===== config.mk =====
export PLATFORM = sky130hd
export DESIGN_NAME = archive_byte_stream_decipher_core
export DESIGN_NICKNAME = d
export VERILOG_FILES = /design/src/rtl/absd_pkg.sv /design/src/rtl/absd_ctrl.sv /design/src/rtl/absd_dp.sv /design/src/rtl/archive_byte_stream_decipher_core.sv
export VERILOG_INCLUDE_DIRS = /design/src /design/src/rtl
export SDC_FILE = /design/constraint.sdc
export NUM_CORES = 1
export LEC_CHECK = 0
export CAP_MARGIN = 20
export CELL_PAD_IN_SITES_DETAIL_PLACEMENT = 0
export CELL_PAD_IN_SITES_GLOBAL_PLACEMENT = 1
export CORE_UTILIZATION = 50
export DETAILED_ROUTE_END_ITERATION = 6
export DONT_BUFFER_PORTS = 1
export PLACE_DENSITY = 0.82
export SETUP_SLACK_MARGIN = 0.15
export SYNTH_ARGS = -nofsm -noshare
export SYNTH_HDL_FRONTEND = slang
export SYNTH_SLANG_ARGS = --single-unit

===== constraint.sdc =====
create_clock -name clk -period 11 [get_ports clk]
set_input_delay 2.2 -clock clk [delete_from_list [all_inputs] [get_ports clk]]
set_output_delay 2.2 -clock clk [all_outputs]
set_load 0.005 [all_outputs]

===== src/rtl/archive_byte_stream_decipher_core_macros.svh =====
// Assertion macros used by the decipher core controller.
// Depends on nothing; assertion bodies vanish when SYNTHESIS is defined.
`ifndef ARCHIVE_BYTE_STREAM_DECIPHER_CORE_MACROS_SVH
`define ARCHIVE_BYTE_STREAM_DECIPHER_CORE_MACROS_SVH
`ifndef SYNTHESIS
// same-cycle implication, sampled on clk, off during reset
`define ABSD_ASSERT_NOW(lbl, ante, cons, msg) \
    lbl: assert property (@(posedge clk) disable iff (!rst_n) (ante) |-> (cons)) \
        else $error(msg);
// next-cycle implication
`define ABSD_ASSERT_NEXT(lbl, ante, cons, msg) \
    lbl: assert property (@(posedge clk) disable iff (!rst_n) (ante) |=> (cons)) \
        else $error(msg);
`else
`define ABSD_ASSERT_NOW(lbl, ante, cons, msg)
`define ABSD_ASSERT_NEXT(lbl, ante, cons, msg)
`endif
`endif


===== src/rtl/absd_pkg.sv =====
// Package for the archive byte-stream decipher: command struct, register
// indexes, key string tables and small constant-modulus helpers. No dependencies.
package absd_pkg;

    localparam int CFG_IDX_W  = 2;
    localparam int CFG_DATA_W = 32;

    localparam logic [CFG_IDX_W-1:0] CFG_FILE_SIZE  = 2'd0;
    localparam logic [CFG_IDX_W-1:0] CFG_DECRYPT_EN = 2'd1;

    // step index of the bit-serial remainder used on reseed (6 down to 0)
    localparam logic [2:0] SEED_FIRST_SHIFT = 3'd6;

    // controller -> datapath commands
    typedef struct packed {
        logic       process_in;    // transfer without restart: decipher the port byte
        logic       capture;       // transfer with restart: hold byte, load seed
        logic       seed_step;     // one remainder step of the reseed
        logic [2:0] seed_shift;    // divisor shift for this step
        logic       process_held;  // decipher the held byte after reseed
    } cmd_t;

    // key string A, 20 characters, zero beyond
    function automatic logic [7:0] key_a_byte(input logic [4:0] idx);
        logic [7:0] k;
        case (idx)
            5'd0:    k = 8'h34;
            5'd1:    k = 8'h52;
            5'd2:    k = 8'h61;
            5'd3:    k = 8'h53;
            5'd4:    k = 8'h39;
            5'd5:    k = 8'h44;
            5'd6:    k = 8'h37;
            5'd7:    k = 8'h4B;
            5'd8:    k = 8'h61;
            5'd9:    k = 8'h45;
            5'd10:   k = 8'h62;
            5'd11:   k = 8'h78;
            5'd12:   k = 8'h63;
            5'd13:   k = 8'h70;
            5'd14:   k = 8'h32;
            5'd15:   k = 8'h6F;
            5'd16:   k = 8'h35;
            5'd17:   k = 8'h72;
            5'd18:   k = 8'h36;
            5'd19:   k = 8'h74;
            default: k = 8'h00;
        endcase
        return k;
    endfunction

    // key string B, 12 characters, zero beyond
    function automatic logic [7:0] key_b_byte(input logic [3:0] idx);
        logic [7:0] k;
        case (idx)
            4'd0:    k = 8'h33;
            4'd1:    k = 8'h74;
            4'd2:    k = 8'h52;
            4'd3:    k = 8'h61;
            4'd4:    k = 8'h55;
            4'd5:    k = 8'h78;
            4'd6:    k = 8'h4C;
            4'd7:    k = 8'h6D;
            4'd8:    k = 8'h45;
            4'd9:    k = 8'h61;
            4'd10:   k = 8'h53;
            4'd11:   k = 8'h6E;
            default: k = 8'h00;
        endcase
        return k;
    endfunction

    function automatic logic [7:0] sub_if_ge(input logic [7:0] r, input logic [7:0] d);
        return (r >= d) ? (r - d) : r;
    endfunction

    // 7-bit value modulo fixed constants: restoring subtract of scaled divisor
    function automatic logic [3:0] mod9(input logic [6:0] k);
        logic [7:0] r;
        r = sub_if_ge({1'b0, k}, 8'd72);
        r = sub_if_ge(r, 8'd36);
        r = sub_if_ge(r, 8'd18);
        r = sub_if_ge(r, 8'd9);
        return r[3:0];
    endfunction

    function automatic logic [3:0] mod15(input logic [6:0] k);
        logic [7:0] r;
        r = sub_if_ge({1'b0, k}, 8'd120);
        r = sub_if_ge(r, 8'd60);
        r = sub_if_ge(r, 8'd30);
        r = sub_if_ge(r, 8'd15);
        return r[3:0];
    endfunction

    function automatic logic [3:0] mod12(input logic [6:0] k);
        logic [7:0] r;
        r = sub_if_ge({1'b0, k}, 8'd96);
        r = sub_if_ge(r, 8'd48);
        r = sub_if_ge(r, 8'd24);
        r = sub_if_ge(r, 8'd12);
        return r[3:0];
    endfunction

    function automatic logic [2:0] mod7(input logic [6:0] k);
        logic [7:0] r;
        r = sub_if_ge({1'b0, k}, 8'd112);
        r = sub_if_ge(r, 8'd56);
        r = sub_if_ge(r, 8'd28);
        r = sub_if_ge(r, 8'd14);
        r = sub_if_ge(r, 8'd7);
        return r[2:0];
    endfunction

    function automatic logic [2:0] mod5(input logic [6:0] k);
        logic [7:0] r;
        r = sub_if_ge({1'b0, k}, 8'd80);
        r = sub_if_ge(r, 8'd40);
        r = sub_if_ge(r, 8'd20);
        r = sub_if_ge(r, 8'd10);
        r = sub_if_ge(r, 8'd5);
        return r[2:0];
    endfunction

endpackage


===== src/rtl/absd_ctrl.sv =====
// Controller for the decipher core: transfer handshakes, output register
// occupancy and the reseed sequence. Uses absd_pkg and the assertion macros.
`include "archive_byte_stream_decipher_core_macros.svh"

module absd_ctrl
(
    input  logic              clk,
    input  logic              rst_n,
    input  logic              in_valid,
    input  logic              restart,
    output logic              in_stall,
    output logic              out_valid,
    input  logic              out_stall,
    output absd_pkg::cmd_t    cmd
);

    localparam logic [1:0] ST_READY = 2'd0;
    localparam logic [1:0] ST_SEED  = 2'd1;
    localparam logic [1:0] ST_EMIT  = 2'd2;

    logic [1:0] state_reg;
    logic [1:0] state_next;
    logic [2:0] step_reg;
    logic [2:0] step_next;
    logic       out_full_reg;
    logic       out_full_next;
    logic       out_free;
    logic       in_xfer;
    logic       load_out;

    // output slot can take a result this cycle
    assign out_free = !out_full_reg || !out_stall;
    assign in_stall = (state_reg != ST_READY) || !out_free;
    assign in_xfer  = in_valid && !in_stall;
    assign out_valid = out_full_reg;

    always_comb
    begin
        state_next        = state_reg;
        step_next         = step_reg;
        cmd.process_in    = 1'b0;
        cmd.capture       = 1'b0;
        cmd.seed_step     = 1'b0;
        cmd.seed_shift    = step_reg;
        cmd.process_held  = 1'b0;
        unique case (state_reg)
            ST_READY:
            begin
                if (in_xfer)
                begin
                    if (restart)
                    begin
                        cmd.capture = 1'b1;
                        step_next   = absd_pkg::SEED_FIRST_SHIFT;
                        state_next  = ST_SEED;
                    end
                    else
                    begin
                        cmd.process_in = 1'b1;
                    end
                end
            end
            ST_SEED:
            begin
                cmd.seed_step = 1'b1;
                step_next     = step_reg - 3'd1;
                if (step_reg == 3'd0)
                begin
                    state_next = ST_EMIT;
                end
            end
            ST_EMIT:
            begin
                if (out_free)
                begin
                    cmd.process_held = 1'b1;
                    state_next       = ST_READY;
                end
            end
            default:
            begin
                state_next = ST_READY;
            end
        endcase
    end

    assign load_out = cmd.process_in || cmd.process_held;

    always_comb
    begin
        out_full_next = out_full_reg;
        if (load_out)
        begin
            out_full_next = 1'b1;
        end
        else if (out_full_reg && !out_stall)
        begin
            out_full_next = 1'b0;
        end
    end

    always_ff @(posedge clk or negedge rst_n)
    begin
        if (!rst_n)
        begin
            state_reg    <= ST_READY;
            step_reg     <= 3'd0;
            out_full_reg <= 1'b0;
        end
        else
        begin
            state_reg    <= state_next;
            step_reg     <= step_next;
            out_full_reg <= out_full_next;
        end
    end

    `ABSD_ASSERT_NOW(a_no_overwrite, load_out, out_free, "result register overwritten while stalled")
    `ABSD_ASSERT_NEXT(a_restart_seeds, in_xfer && restart, state_reg == ST_SEED, "restart did not start reseed")
    `ABSD_ASSERT_NEXT(a_seed_done, (state_reg == ST_SEED) && (step_reg == 3'd0), state_reg == ST_EMIT, "reseed did not finish after last step")
    `ABSD_ASSERT_NOW(a_busy_stalls, state_reg != ST_READY, in_stall, "input taken during reseed")
    `ABSD_ASSERT_NEXT(a_load_shows, load_out, out_valid, "loaded result not presented")

endmodule


===== src/rtl/absd_dp.sv =====
// Datapath for the decipher core: configuration registers, keystream state,
// byte mixing, position advance and bit-serial reseed remainder. Uses absd_pkg.
module absd_dp
(
    input  logic                               clk,
    input  logic                               rst_n,
    input  logic                               cfg_we,
    input  logic [absd_pkg::CFG_IDX_W-1:0]     cfg_index,
    input  logic [absd_pkg::CFG_DATA_W-1:0]    cfg_data,
    input  logic [7:0]                         cipher_byte,
    input  absd_pkg::cmd_t                     cmd,
    output logic [7:0]                         plain_byte
);

    logic [31:0] file_size_reg;
    logic        decrypt_en_reg;
    logic [6:0]  kc_reg;
    logic [6:0]  kc_next;
    logic [4:0]  pos_a_reg;
    logic [4:0]  pos_a_next;
    logic [3:0]  pos_b_reg;
    logic [3:0]  pos_b_next;
    logic        swap_reg;
    logic        swap_next;
    logic [7:0]  held_byte_reg;
    logic [6:0]  rem_reg;
    logic [6:0]  rem_next;
    logic [7:0]  out_byte_reg;

    logic [7:0]  byte_sel;
    logic [7:0]  mix_b;
    logic [7:0]  mix_s;
    logic [7:0]  result;
    logic        do_out;
    logic [4:0]  inc_a;
    logic [3:0]  inc_b;
    logic        wrap_a;
    logic        wrap_b;
    logic [6:0]  kc_inc;
    logic [6:0]  seed_kc;
    logic [10:0] div_sh;
    logic [10:0] rem_ext;

    // configuration writes
    always_ff @(posedge clk or negedge rst_n)
    begin
        if (!rst_n)
        begin
            file_size_reg  <= 32'd0;
            decrypt_en_reg <= 1'b1;
        end
        else if (cfg_we)
        begin
            unique case (cfg_index)
                absd_pkg::CFG_FILE_SIZE:  file_size_reg  <= cfg_data;
                absd_pkg::CFG_DECRYPT_EN: decrypt_en_reg <= cfg_data[0];
                default:                  ;
            endcase
        end
    end

    assign do_out = cmd.process_in || cmd.process_held;

    // byte mixing
    always_comb
    begin
        byte_sel = cmd.process_held ? held_byte_reg : cipher_byte;
        mix_b    = byte_sel ^ {1'b0, kc_reg} ^ absd_pkg::key_b_byte(pos_b_reg);
        mix_s    = swap_reg ? {mix_b[3:0], mix_b[7:4]} : mix_b;
        result   = decrypt_en_reg ? (mix_s ^ absd_pkg::key_a_byte(pos_a_reg)) : byte_sel;
    end

    // reseed: counter from size bits 8..2, pos_a from a serial remainder by pos_b
    assign seed_kc = file_size_reg[8:2];
    assign div_sh  = {7'd0, pos_b_reg} << cmd.seed_shift;
    assign rem_ext = {4'd0, rem_reg};

    always_comb
    begin
        rem_next = rem_reg;
        if (cmd.capture)
        begin
            rem_next = seed_kc;
        end
        else if (cmd.seed_step && (rem_ext >= div_sh))
        begin
            rem_next = rem_reg - div_sh[6:0];
        end
    end

    // position advance and state update
    always_comb
    begin
        inc_a  = pos_a_reg + 5'd1;
        inc_b  = pos_b_reg + 4'd1;
        wrap_a = inc_a > 5'd19;
        wrap_b = inc_b > 4'd11;
        kc_inc = kc_reg + 7'd1;

        kc_next    = kc_reg;
        pos_a_next = pos_a_reg;
        pos_b_next = pos_b_reg;
        swap_next  = swap_reg;

        if (cmd.capture)
        begin
            kc_next    = seed_kc;
            pos_b_next = 4'd1 + absd_pkg::mod9(seed_kc);
            swap_next  = 1'b0;
        end
        else if (cmd.seed_step)
        begin
            // final step leaves remainder < pos_b
            pos_a_next = 5'(rem_next) + 5'd1;
        end
        else if (do_out && decrypt_en_reg)
        begin
            if (wrap_a && wrap_b)
            begin
                kc_next = kc_inc;
                if (!swap_reg)
                begin
                    swap_next  = 1'b1;
                    pos_a_next = 5'd3 + {1'b0, absd_pkg::mod15(kc_inc)};
                    pos_b_next = 4'd1 + {1'b0, absd_pkg::mod7(kc_inc)};
                end
                else
                begin
                    swap_next  = 1'b0;
                    pos_a_next = 5'd6 + {1'b0, absd_pkg::mod12(kc_inc)};
                    pos_b_next = 4'd4 + {1'b0, absd_pkg::mod5(kc_inc)};
                end
            end
            else
            begin
                pos_a_next = wrap_a ? 5'd1 : inc_a;
                pos_b_next = wrap_b ? 4'd1 : inc_b;
                swap_next  = swap_reg ^ wrap_a ^ wrap_b;
            end
        end
    end

    always_ff @(posedge clk or negedge rst_n)
    begin
        if (!rst_n)
        begin
            kc_reg    <= 7'd0;
            pos_a_reg <= 5'd1;
            pos_b_reg <= 4'd1;
            swap_reg  <= 1'b0;
        end
        else
        begin
            kc_reg    <= kc_next;
            pos_a_reg <= pos_a_next;
            pos_b_reg <= pos_b_next;
            swap_reg  <= swap_next;
        end
    end

    always_ff @(posedge clk)
    begin
        rem_reg <= rem_next;
        if (cmd.capture)
        begin
            held_byte_reg <= cipher_byte;
        end
        if (do_out)
        begin
            out_byte_reg <= result;
        end
    end

    assign plain_byte = out_byte_reg;

endmodule


===== src/rtl/archive_byte_stream_decipher_core.sv =====
// Top level of the archive byte-stream decipher core.
// Instantiates absd_ctrl and absd_dp; uses absd_pkg.
//
// Usage:
//   Input channel (in_valid / in_stall, cipher_byte, restart) takes one raw
//   archive byte per transfer; output channel (out_valid / out_stall,
//   plain_byte) returns exactly one deciphered byte per input transfer, in order.
//   Config port (cfg_we, cfg_index, cfg_data): index 0 = file size, index 1 =
//   decrypt enable (bit 0); other indexes ignored. Write only while idle.
// Throughput and reseed:
//   A byte without restart is mixed in the cycle it is taken and shows on the
//   output in the next cycle; one byte per cycle is sustained while out_stall
//   is low, as the output register is refilled in the same cycle its contents
//   are taken. With restart, the byte is held while the new pos_a (one plus
//   a remainder by pos_b) is computed by a single subtract unit, one quotient
//   bit per cycle, and is then mixed; in_stall stays high meanwhile.
// Reset: keystream counter 0, positions 1/1, no nibble swap, file size 0,
//   decrypt enabled; output empty.
// Stall: while out_stall holds a full output register, in_stall is raised and
//   plain_byte holds its value.
module archive_byte_stream_decipher_core
(
    input  logic                              clk,
    input  logic                              rst_n,
    // configuration
    input  logic                              cfg_we,
    input  logic [absd_pkg::CFG_IDX_W-1:0]    cfg_index,
    input  logic [absd_pkg::CFG_DATA_W-1:0]   cfg_data,
    // input channel
    input  logic                              in_valid,
    output logic                              in_stall,
    input  logic [7:0]                        cipher_byte,
    input  logic                              restart,
    // output channel
    output logic                              out_valid,
    input  logic                              out_stall,
    output logic [7:0]                        plain_byte
);

    absd_pkg::cmd_t cmd;

    // handshakes, output occupancy, reseed sequencing
    absd_ctrl u_ctrl
    (
        .clk       (clk),
        .rst_n     (rst_n),
        .in_valid  (in_valid),
        .restart   (restart),
        .in_stall  (in_stall),
        .out_valid (out_valid),
        .out_stall (out_stall),
        .cmd       (cmd)
    );

    // registers, keystream state and byte mixing
    absd_dp u_dp
    (
        .clk         (clk),
        .rst_n       (rst_n),
        .cfg_we      (cfg_we),
        .cfg_index   (cfg_index),
        .cfg_data    (cfg_data),
        .cipher_byte (cipher_byte),
        .cmd         (cmd),
        .plain_byte  (plain_byte)
    );

endmodule


==> impl_results.md <==
- Per-cell routed wire length: 17.4 um
- First-pass GRT wire length: 33.3 mm
- Post-synth top flop: dfrtp_1
- Fin Clk Skew: 0.00645 ns
- Largest delay share family, worst path: simple AND/OR/NAND/NOR gates
- Worst path max stage delay: 0.63 ns
- Total routed wirelength: a little under 20 mm
- Synth cell count leaders: 98 x nand2_1, 72 x a21oi_1, 72 x o21ai_0
- Area grow syn2layout: 2.53%
- Die Span X: 126 um
- Area leader, netlist: ha_1
- Final hold viol count: 0
- Post-CTS Hold Buffers: 0
- Number of nets with antenna violations after routing: 0
- Cells after synthesis: between 900 and 1000
- Crit end category: flip-flop
- Placed Area: 7720 sq um
- Worst-skew pair later-pin latency: slightly below 0.3 ns
- Max cap viols: 0
- Die Y: between 100 and 150 um
- Syn_area_per_cell: between 7 and 8 sq um
- #FFs+latches synth: 54
- IO Port Bufs: 0
- Syn nets: 1097
- Crit path DAT: 10.09 ns
- Most common cell in the synthesized netlist: nand2_1
- Slew HR: 0.450
- Setup_tns: 0 ns
- Finished Core Util: 0.533
- Tmin final: a little under 10 ns
- Hold path start: u_ctrl.state_reg[0]
- Worst hold path type: flip-flop to flip-flop
- CP Launch Point: u_dp.kc_reg[2]
- Fmax: 101 MHz
- CP max stage cell: dfrtp_1
- Num CTS Buffers: 5
- Vias: 7313
- Core box area: 14800 sq um
- Largest net degree at the start of global routing: 32
- Endpoints failing setup: 0
- Cell Rows: 44
- Share of the synthesized area in the top cell type: 0.0929
- Final net count: 1058
- Place WS: 1.06 ns
- ANT cells: 0
- Drt via density: 6.43
- Grt ovf: 0
- Crit Path Category: flip-flop to flip-flop
- Max Slew Vio Count: 0
- Outcome: finished, final reports clean
- Die area: 15900 sq um
- Root Buffer: clkbuf_16
- CTS tree: built
- CTS Buffer Depth: 2
- Fin crit share: 0.903
- Mapped Area: about 7700 sq um
- Bufs and invs on worst path: 3
- Pre-Repair DR Iteration Count: 6
- RSZ-0062 raised after global routing: no
- Drt drc: 0
- Ratio of cells with drive above 1 in the final layout: 0.0756
- Worst Max-Slew Pin Slew: 0.820 ns
- CP required: roughly 11 ns
- Most Frequent Cell on Critical Path: ha_1
- Sequential-to-total area share from yosys stat: 0.185
- Setup ws final: 1.07 ns
- Ports: 58
- Worst reg2reg startpoint: u_dp.kc_reg[2]
- Crit path max fanout: 14
- Routability cong.: 0.850
- 1st-iter DRT viols: 621
- Reg clk slew, reported paths: 0.07 ns
- Synth area leaders: ha_1 9.3%, dfrtp_1 9.1%, edfxtp_1 7.0%
- GRT Util Overall: 0.254
- Unique masters post-synth: 103
- Cell area after layout: roughly 7900 sq um
- Vias in the first global route: 6576
- Initial antenna violation count: 0
- DP HPWL: roughly 15 mm
- Starting density of the core: 0.520
- Synth async-reset ratio: 0.574
- Post-synth EDFFs: 18
- Max H-tree Level: 2
- Crit start category: flip-flop
- Ys Warns: 0
- Clk sinks: 54
==> through the flow <==
stage,instances,hold WS [ns]
floorplan,991,0.452
global placement,1128,0.469
detailed placement,1128,0.474
CTS,1136,0.484
global route,1137,0.512
finish,1137,0.483
==> logic make-up after synthesis <==
family,synth area share
adders and majority gates,0.0968
xor gates and xnor gates,0.0817
DFF,0.185
and+or+nand+nor,0.217
AOI/OAI and AO/OA,0.304
buffers and inverters,0.0572
muxes,0.0577
==> cells in the final DEF, fill, tap and decap left out, types with 23 or more instances in the layout <==
cell / n
xnor2_1: 44
nand3_1: 39
inv_1: 43
nor2_1: 68
nand2_1: 98
mux2i_1: 27
a21oi_1: 72
nor3_1: 23
dfrtp_1: 28
o21ai_0: 72
ha_1: 56
==> worst reg2reg max path: cells and delay by family, from the launching register on <==
family	cells	cell delay, ns
compound gates	13	2.78
xor+xnor	2	0.48
fa+ha+maj	6	2.10
buf+inv	3	0.37
flops	1	0.63
mux	1	0.40
simple gates	12	3.04
==> area by class of cell <==
class	count	area, sq um
well taps	184	230
flip-flops and latches	54	1420
repair buffers	10	72.6
fillers	1468	6880
clock buffers	7	133
multi-input cells	832	5820
inverters	49	188
clock inverters	1	7.51
==> final timing paths <==
check | endpoint | slack (ns) | cells after the start
setup / recovery | u_dp.pos_b_reg[2] | 1.07 | 37
hold / removal | u_ctrl.state_reg[1] | 0.48 | 1
setup reg to reg | u_dp.pos_b_reg[2] | 1.07 | 37
hold reg to reg | u_ctrl.state_reg[1] | 0.48 | 1
max in group asynchronous | u_dp.pos_b_reg[0] | 9.22 | 0
min in group asynchronous | u_ctrl.out_valid | 1.59 | 0
==> repair_timing <==
action,in CTS,in global routing
setup buffers,0,0
endpoints found under the hold margin,0,0
setup endpoints to repair,0,1
gates resized for setup,0,1
==> per-layer routing <==
layer | vias to the layer above | share of wire | GRT usage
met5 | - | 0 | 0
met4 | 0 | 0.010 | 0.0340
met3 | 19 | 0.042 | 0.0276
met2 | 176 | 0.46 | 0.420
met1 | 3496 | 0.49 | 0.364
li1 | 3622 | - | -
Power is left out: the tool's default activity adds up to more than one toggle a clock period on the data nets, which glitch-free logic cannot reach.
